## config.mk

```make
export PLATFORM = sky130hd
export DESIGN_NAME = r2fft_ctrl
export DESIGN_NICKNAME = d
export VERILOG_FILES = /design/src/rtl/r2fft_pkg.sv /design/src/rtl/r2fft_ctrl.sv
export SDC_FILE = /design/constraint.sdc
export NUM_CORES = 1
export LEC_CHECK = 0
export ABC_AREA = 1
export BUFFER_PORTS_ARGS = -buffer_cell sky130_fd_sc_hd__buf_4
export CORE_MARGIN = 8
export CORE_UTILIZATION = 64
export DETAILED_ROUTE_END_ITERATION = 8
export PLACE_DENSITY = 0.88
export SKIP_CTS_REPAIR_TIMING = 1
export SYNTH_ARGS = -nofsm -noshare
export SYNTH_HDL_FRONTEND = slang
export SYNTH_SLANG_ARGS = --single-unit
```

## constraint.sdc

```tcl
create_clock -name clk -period 5.1 [get_ports clk]
set_input_delay 0.255 -clock clk [delete_from_list [all_inputs] [get_ports clk]]
set_output_delay 0.255 -clock clk [all_outputs]
set_load 0.02 [all_outputs]
```

## src/rtl/r2fft_pkg.sv

```systemverilog
// Package with shared types, constants and the twiddle table.
package r2fft_pkg;
  localparam int unsigned DataW = 24;
  localparam int unsigned RomLog2 = 6;

  localparam logic RegInverse = 1'b0;
  localparam logic RegSize = 1'b1;

  typedef logic signed [DataW-1:0] data_t;

  typedef struct packed {
    logic load;
    logic bfly_rd;
    logic bfly_wr;
    logic emit_rd;
  } dp_cmd_t;

  function automatic logic signed [16:0] quarter_cos(input logic [4:0] k);
    logic signed [16:0] v;
    unique case (k)
      5'd0: v = 17'sd32767;
      5'd1: v = 17'sd32610;
      5'd2: v = 17'sd32138;
      5'd3: v = 17'sd31357;
      5'd4: v = 17'sd30274;
      5'd5: v = 17'sd28899;
      5'd6: v = 17'sd27246;
      5'd7: v = 17'sd25330;
      5'd8: v = 17'sd23170;
      5'd9: v = 17'sd20788;
      5'd10: v = 17'sd18205;
      5'd11: v = 17'sd15447;
      5'd12: v = 17'sd12540;
      5'd13: v = 17'sd9512;
      5'd14: v = 17'sd6393;
      5'd15: v = 17'sd3212;
      default: v = 17'sd0;
    endcase
    return v;
  endfunction

  function automatic logic signed [16:0] rom_cos(input logic [4:0] k);
    logic signed [16:0] r;
    if (k <= 5'd16) begin
      r = quarter_cos(k);
    end else begin
      r = -quarter_cos(5'(6'd32 - {1'b0, k}));
    end
    return r;
  endfunction

  function automatic logic signed [16:0] rom_sin(input logic [4:0] k);
    logic signed [16:0] r;
    if (k <= 5'd16) begin
      r = quarter_cos(5'(5'd16 - k));
    end else begin
      r = quarter_cos(5'(k - 5'd16));
    end
    return r;
  endfunction

  function automatic data_t sat24(input logic signed [DataW+1:0] v);
    data_t r;
    if (v[DataW+1:DataW-1] != 3'b000 && v[DataW+1:DataW-1] != 3'b111) begin
      r = v[DataW+1] ? {1'b1, {(DataW-1){1'b0}}} : {1'b0, {(DataW-1){1'b1}}};
    end else begin
      r = v[DataW-1:0];
    end
    return r;
  endfunction
endpackage

```

## src/rtl/r2fft_ctrl.sv

```systemverilog
// Controller state machine: frame loading, butterfly sequencing and bin output.
module r2fft_ctrl import r2fft_pkg::*; #(
  parameter int unsigned AddrW = 6
) (
  input  logic             clk,
  input  logic             rst,
  input  logic             in_valid,
  output logic             in_stall,
  input  logic             cfg_hit,
  input  logic [2:0]       eff_log2,
  input  logic             out_free,
  output dp_cmd_t          cmd,
  output logic [AddrW-1:0] load_addr,
  output logic [AddrW-1:0] addr_p,
  output logic [AddrW-1:0] addr_q,
  output logic [4:0]       tw_k,
  output logic [AddrW-1:0] emit_addr,
  output logic             emit_last
);
  typedef enum logic [2:0] {
    S_LOAD, S_RD, S_MUL, S_WR, S_EMIT
  } state_t;

  state_t state;
  logic [AddrW:0] load_count;
  logic [AddrW:0] npts;
  logic [2:0] stage;
  logic [AddrW-1:0] bcount;
  logic [AddrW:0] ecount;
  logic [AddrW-1:0] half;
  logic [AddrW-1:0] nidx;
  logic [AddrW-1:0] rev;
  logic [AddrW-1:0] grp;
  logic load_go;
  logic emit_go;

  assign npts = (AddrW+1)'(1) << eff_log2;
  assign half = AddrW'((AddrW+1)'(1) << (stage - 3'd1));
  assign nidx = bcount & AddrW'(half - AddrW'(1));
  assign grp  = AddrW'((bcount & ~AddrW'(half - AddrW'(1))) << 1);
  assign addr_p = grp | nidx;
  assign addr_q = (grp | nidx) | half;
  assign tw_k = 5'((RomLog2+1)'(nidx) << (3'(RomLog2) - stage));

  always_comb begin
    rev = '0;
    for (int i = 0; i < AddrW; i++) begin
      if (i < int'(eff_log2)) begin
        rev[int'(eff_log2) - 1 - i] = load_count[i];
      end
    end
  end

  assign load_addr = rev;
  assign in_stall = (state != S_LOAD) || cfg_hit;
  assign load_go = (state == S_LOAD) && in_valid && !cfg_hit;
  assign emit_go = (state == S_EMIT) && out_free;
  assign emit_last = (ecount == npts - (AddrW+1)'(1));
  assign emit_addr = ecount[AddrW-1:0];

  always_comb begin
    cmd = '0;
    cmd.load = load_go;
    cmd.bfly_rd = (state == S_RD);
    cmd.bfly_wr = (state == S_WR);
    cmd.emit_rd = emit_go;
  end

  always_ff @(posedge clk) begin
    if (rst) begin
      state <= S_LOAD;
      load_count <= '0;
      stage <= 3'd1;
      bcount <= '0;
      ecount <= '0;
    end else begin
      unique case (state)
        S_LOAD: begin
          if (cfg_hit) begin
            load_count <= '0;
          end else if (in_valid) begin
            if (load_count + (AddrW+1)'(1) == npts) begin
              load_count <= '0;
              stage <= 3'd1;
              bcount <= '0;
              state <= S_RD;
            end else begin
              load_count <= load_count + (AddrW+1)'(1);
            end
          end
        end
        S_RD: state <= S_MUL;
        S_MUL: state <= S_WR;
        S_WR: begin
          if ((AddrW+1)'(bcount) == (npts >> 1) - (AddrW+1)'(1)) begin
            bcount <= '0;
            if (stage == eff_log2) begin
              ecount <= '0;
              state <= S_EMIT;
            end else begin
              stage <= stage + 3'd1;
              state <= S_RD;
            end
          end else begin
            bcount <= bcount + AddrW'(1);
            state <= S_RD;
          end
        end
        S_EMIT: begin
          if (emit_go) begin
            if (emit_last) begin
              state <= S_LOAD;
            end
            ecount <= ecount + (AddrW+1)'(1);
          end
        end
        default: state <= S_LOAD;
      endcase
    end
  end
endmodule

```

==> summary.md, run 1 <==
| Metric | Value |
|---|---|
| Largest net degree at the start of global routing | 19 |
| Syn Nets | 566 |
| Buf/Inv on CP | 4 |
| Clock skew | 0.00246 ns |
| Antenna violations before repair | 0 |
| PD cells | 158 nW/um^2 |
| Post-synthesis cell area | 3290 um^2 |
| Max-cap violation count | 0 |
| Cell Area, Placed | 3550 um^2 |
| Final hold vios | 0 |
| Residual DRC | 0 |
| Via density | 5.72 |
| Worst Tran Pin Value | 1.02 ns |
| CTS max path bufs | 2 |
| Placer Congestion | 1.01 |
| Worst IR Drop VDD | 0.226 mV |
| First-pass GRT wire length | 14600 um |
| Initial drt markers | 320 |
| Total power | 0.573 mW |
| Fin area | 3620 um^2 |
| Insertion delay to the later sink of the worst-skew pair | 0.27 ns |
| Die area | 7690 um^2 |
| CP cell instances | clkinv_1 > ha_1 > or2_2 > nand2_1 > nand2_1 > ha_1 > inv_1 > nand3_1 > nand2_1 > nand2_1 > nand2_1 > o21ai_0 > inv_1 > nand2_1 > a31oi_1 > buf_4 |
| P&R area growth vs syn | 10.1% |
| R2R Path End | state[0]$_SDFFE_PP0P_ |
| Dpl hpwl | 6950 um |
| Worst setup EP type | primary output |
| Async S/R FF share, synth | 0% |
| Clk sinks | 26 |
| Placed insts | 628 |
| Area of the multi-input gates | 2360 um^2 |
| I/O pin count | 43 |
| CTS tree | yes |
| Hold Crit Endpoint | state[2]$_SDFFE_PP0P_ |
| Crit path max fanout | 12 |
| Nets | 590 |
| Vias in the first global route | 3281 |
| RSZ-0062 raised after global routing | false |
| Initial Utilization | 65.2% |
| Final Instance Count excl. Fillers | 632 |
| Final ANT Viol Nets | 0 |
| Crit path DAT | 3.24 ns |
| Most used cell, CP | nand2_1 |
| Gr ovfl total | 0 |
| Filler cell count | 439 |
| Worst Path Required | 4.85 ns |
| CP max stage delay | 0.51 ns |
| Syn avg cell area | 6.10 um^2 |
| Die Y | 87.7 um |
| CORE AREA | 5040 um^2 |
| Hold Crit Start | out_free |
| Final period util | 68.5% |
| Netlist cell types | 47 |
| P_leak | 1.74 nW |
| Clock slew at reported path FFs | 0.09 ns |
| EDFF count, synth | 0 |
| Final antenna diode count | 0 |
| Max Transition Viols Final | 0 |
| Worst hold path class | input pin to flip-flop |
| Most frequent cells in the layout | nand2_1, inv_1, nor2_1, buf_4, nand3_1 |
| Startpoint types | flip-flop |
| FF/Latch Area | 520 um^2 |
| Synth warnings | 0 |
| Final setup viols | 0 |
| Port Buffers | 42 |
| FF-to-FF path depth | 13 |
| Hold path cells | 4 |
| FF-to-FF Start | load_count[0]$_SDFFE_PP0P_ |
| Row count | 26 |
| Crit-path leading delay family | simple AND/OR/NAND/NOR gates |
| Reg-to-reg setup timing slack | 2.79 ns |
| CP max stage cell | dfxtp_1 |
| CTS root buf | clkbuf_8 |
| Highest Clock Rate | 0.286 GHz |
| Crit path time final | 3.49 ns |
| Sequential area share after synthesis | 15.8% |
| CTS buffer count | 3 |
| WL/cell | 13.9 um |
| FF+latch count, synth | 26 |
| Crit path kind | flip-flop to primary output |
| Chip width | 87.7 um |
| Tot GR Track Use | 23.0% |
| Most common cell after layout, fill and taps aside | nand2_1 |
| Mapped Cells | 539 |
| Via Count | 3614 |
| Routed WL | 8760 um |
| Post-route setup TNS | 0 ns |
| Rel. slew slack | 31.2% |
| Final hold slack | 0.274 ns |
| H-Tree Depth | 1 |
| Status | completed |
| Detailed Routing Iterations Pass 1 | 5 |
| Share of cells above drive strength 1 | 13.9% |
| Dominant synthesized flop cell | dfxtp_1 |
-- power by group --
group          internal, mW  total (mW)  leakage, nW  switching (mW)
Sequential            0.206       0.212        0.210         0.00628
Combinational        0.0641       0.190         1.49           0.126
Clock                 0.105       0.171       0.0357          0.0659
Total                 0.375       0.573         1.74           0.198
-- synth_stat cells (5+ instances only) --
cell	number	area, um^2
nand3b_1	8	60.1
xor2_1	18	158
buf_4	8	60.1
nand4_1	21	131
nand3_1	42	210
o21ai_0	21	105
clkbuf_1	9	33.8
nor3_1	14	70.1
nand2_4	7	78.8
nand2_1	148	556
nor2_1	43	161
dfxtp_1	26	521
ha_1	19	238
xnor2_1	7	61.3
a21oi_1	26	130
buf_2	5	25.0
inv_1	64	240
o21ai_1	6	30.0
-- final cells by class --
type                    instances  area share (%)
multi-input cells             422            65.2
clock buffers                   3            1.14
well taps                      70            2.42
flip-flops and latches         26            14.4
repair buffers                 43            8.92
inverters                      67            7.09
clock inverters                 1           0.830
-- cells by family (layout without fill, tap and decap cells) --
logic type                 Yosys count  in the layout  synth area share [%]
xor gates and xnor gates            26             26                  7.15
adders and majority gates           19             19                  7.23
buffers and inverters               91            114                  12.4
and+or+nand+nor                    305            305                  44.8
DFF                                 26             26                  15.8
AOI/OAI and AO/OA                   72             72                  12.6
-- worst min-delay path: stages --
cell and delay [ns]:
buf_4 0.08, nand2_1 0.04, nand2_1 0.07, a21oi_1 0.06
-- layer usage --
metal / vias up / global-route usage, % / share of wire (%)
met5: - / 0 / 0
met4: 0 / 6.72 / 1.8
met3: 14 / 2.81 / 6.9
met2: 152 / 39.9 / 47
met1: 1637 / 28.7 / 44
li1: 1811 / - / -
-- how the worst max path moves through the flow --
stage / end / start / cells past startpoint / slack [ns]
after floorplan: addr_q[3] / stage[0]$_SDFFE_PP1P_ / 11 / 2.17
after global placement: tw_k[4] / stage[0]$_SDFFE_PP1P_ / 16 / 2.09
after detailed placement: tw_k[4] / stage[0]$_SDFFE_PP1P_ / 16 / 1.95
after CTS: tw_k[4] / stage[0]$_SDFFE_PP1P_ / 16 / 1.64
after global routing: tw_k[4] / stage[0]$_SDFFE_PP1P_ / 16 / 1.29
final: tw_k[4] / stage[0]$_SDFFE_PP1P_ / 16 / 1.61
-- registers in the layout, summed over array words and instances, names as in the netlist --
register    cells
state           3
load_count      7
ecount          7
stage           3
bcount          6
-- through the flow --
step | setup WS (ns) | util [%]
floorplan | 2.17 | -
global placement | 2.09 | 70.4
detailed placement | 1.95 | 70.4
CTS | 1.64 | 71.8
global route | 1.29 | 71.8
finish | 1.61 | 71.8
No activity file was read; power rests on OpenSTA's default activity.
==> run 2: changes to the inputs <==
- CORE_UTILIZATION: 64 -> 54
- PLACE_DENSITY: 0.88 -> 0.79
- clock period: 5.1 -> 3.2 ns (I/O delays scaled with it)
==> run 2 against run 1 <==
Core utilization is 10 points lower. Global-route usage down 3.0 points. Flip-flop and latch count unchanged. Wire length is 0.79% higher. Combinational power rose by 60%. Count of clock-buffer cells in the layout stayed put. First-iteration DRC count shrank 22%.
==> summary.md, run 2 (synthesis results as in run 1) <==
| Metric | Value |
|---|---|
| Filler cell count | 553 (+26%) |
| Final hold vios | 0 (unchanged) |
| Crit path max fanout | 16 (+4) |
| Sequential power share | 36.6% (-0.4 points) |
| Clock slew at reported path FFs | 0.10 ns (about the same) |
| Final period util | 91.1% |
| H-Tree Depth | 1 (unchanged) |
| Antenna violations before repair | 0 (unchanged) |
| Final Instance Count excl. Fillers | 638 (+0.95%) |
| Crit path kind | input pin to primary output |
| Highest Clock Rate | 0.343 GHz |
| Crit path DAT | 2.75 ns (-0.49 ns) |
| Max Transition Viols Final | 0 (unchanged) |
| Worst setup startpoint | eff_log2[0] |
| Reg-to-reg setup timing slack | 0.89 ns (-1.90 ns) |
| I/O pin count | 43 (unchanged) |
| Gr ovfl total | 0 (unchanged) |
| Most frequent cells in the layout | nand2_1, inv_1, buf_4, nor2_1, nand3_1 |
| Final ANT Viol Nets | 0 (unchanged) |
| RSZ-0062 raised after global routing | false |
| Worst setup EP type | primary output |
| FF/Latch Area | 526 um^2 (+0.96%) |
| Status | completed |
| Crit path time final | 2.91 ns |
| Initial drt markers | 251 (-22%) |
| R2R Path End | state[0]$_SDFFE_PP0P_ |
| Placed insts | 634 (+0.96%) |
| Tot GR Track Use | 20.0% (-3.0 points) |
| CTS buffer count | 3 (unchanged) |
| Rel. slew slack | 36.5% (+5.3 points) |
| Via Count | 3597 (-0.47%) |
| Vias in the first global route | 3266 (-0.46%) |
| FF-to-FF Start | load_count[0]$_SDFFE_PP0P_ |
| First-pass GRT wire length | 14900 um (+2.0%) |
| Port Buffers | 42 (unchanged) |
| Cell Area, Placed | 3560 um^2 (+0.39%) |
| Share of cells above drive strength 1 | 14.7% (+0.86 points) |
| Via density | 5.64 (-1.4%) |
| Clock skew | 0.00748 ns (+0.00502 ns) |
| CTS max path bufs | 2 (unchanged) |
| Biggest registers after layout | ecount (7), load_count (7), bcount (6) |
| P_leak | 1.74 nW (+0.34%) |
| Worst Path Required | 3.04 ns (-1.81 ns) |
| Clk pwr share | 30.6% (+0.8 points) |
| Hold Crit Start | out_free |
| Residual DRC | 0 (unchanged) |
| Internal Power | 0.599 mW (+60%) |
| Insertion delay to the later sink of the worst-skew pair | 0.28 ns (about the same) |
| Final antenna diode count | 0 (unchanged) |
| Clk sinks | 26 (unchanged) |
| Total power | 0.926 mW (+62%) |
| PD cells | 254 nW/um^2 (+60%) |
| Worst IR Drop VDD | 0.180 mV (-20%) |
| Final setup viols | 0 (unchanged) |
| CORE AREA | 5920 um^2 (+17%) |
| Largest net degree at the start of global routing | 19 (unchanged) |
| Max-cap violation count | 0 (unchanged) |
| Area of the multi-input gates | 2370 um^2 (+0.21%) |
| Utilization after layout | 61.5% (-10 points) |
| Placer Congestion | 0.923 (-8.7%) |
| CTS root buf | clkbuf_8 |
| Worst hold path class | input pin to flip-flop |
| Most common cell after layout, fill and taps aside | nand2_1 |
| CTS tree | yes |
| Chip width | 94.0 um (+7.2%) |
| Net Sw Frac | 35.3% (+0.78 points) |
| FF-to-FF path depth | 11 (-2) |
| WL/cell | 13.8 um (-0.16%) |
| Nets | 591 (+0.17%) |
| P&R area growth vs syn | 10.8% |
| Initial Utilization | 55.5% (-9.7 points) |
| Routed WL | 8830 um (+0.79%) |
| Dpl hpwl | 6880 um (-0.98%) |
| Worst Tran Pin Value | 0.943 ns (-0.0786 ns) |
| Detailed Routing Iterations Pass 1 | 5 (unchanged) |
| Die Y | 94.0 um (+7.2%) |
| P_sw | 0.327 mW (+65%) |
| Die area | 8840 um^2 (+15%) |
| Critical Path Sink | load_addr[2] |
| Startpoint types | input pin |
| Combinational Power Share | 32.9% (-0.2 points) |
| Post-route setup TNS | 0 ns (unchanged) |
| Fin area | 3640 um^2 (+0.66%) |
| Row count | 28 (+7.7%) |
## run 2: cell count changes in the layout (fill, tap and decap cells not counted), sizes merged
cell and change:
buf +1
## run 2: stage by stage
step	setup WS, ns	hold slack, ns
global placement	0.394	0.450
floorplan	0.368	0.359
finish	0.286	0.173
detailed placement	0.332	0.477
CTS	0.0373	0.177
global route	0.0640	0.195
## run 2: final cells by class
cell class	count	share of cell area, %
Clock buffer	3	1.13
Clock inverter	1	0.824
Inverter	67	7.04
Multi-Input combinational cell	422	64.9
Sequential cell	26	14.4
Tap cell	75	2.58
Timing Repair Buffer	44	9.07
## run 2: how the worst min path moves through the flow
stage	end	slack, ns	depth (start not counted)
4_1_cts	state[2]$_SDFFE_PP0P_	0.18	4
5_1_grt	state[2]$_SDFFE_PP0P_	0.20	4
3_3_place_gp	bcount[5]$_SDFFE_PP0P_	0.45	2
6_report	state[2]$_SDFFE_PP0P_	0.17	4
3_5_place_dp	state[2]$_SDFFE_PP0P_	0.48	4
2_1_floorplan	state[2]$_SDFFE_PP0P_	0.36	3
## run 2: routing by layer
layer / GRT usage [%] / part of all wire [%]
met5: 0 / 0
met4: 3.43 / 1.3
met3: 2.88 / 7.3
met2: 34.2 / 48
met1: 26.1 / 43
## run 2: power by group through the flow
stage / sequential [mW] / combinational (mW) / clock [mW]
floorplan: 0.340 / 0.230 / 0
global placement: 0.346 / 0.293 / 0
detailed placement: 0.346 / 0.299 / 0
CTS: 0.338 / 0.300 / 0.285
global route: 0.340 / 0.338 / 0.296
finish: 0.338 / 0.304 / 0.283
## run 2: worst max-delay path: stages
cell and delay (ns):
buf_4 0.17, inv_1 0.35, ha_1 0.32, ha_1 0.41, nand2_1 0.19, o21ai_0 0.09
nor2_1 0.27, nand4_1 0.14, o21ai_1 0.15, a21oi_1 0.05, o21bai_1 0.16, o21ai_1 0.08
nand2_1 0.07, buf_4 0.13
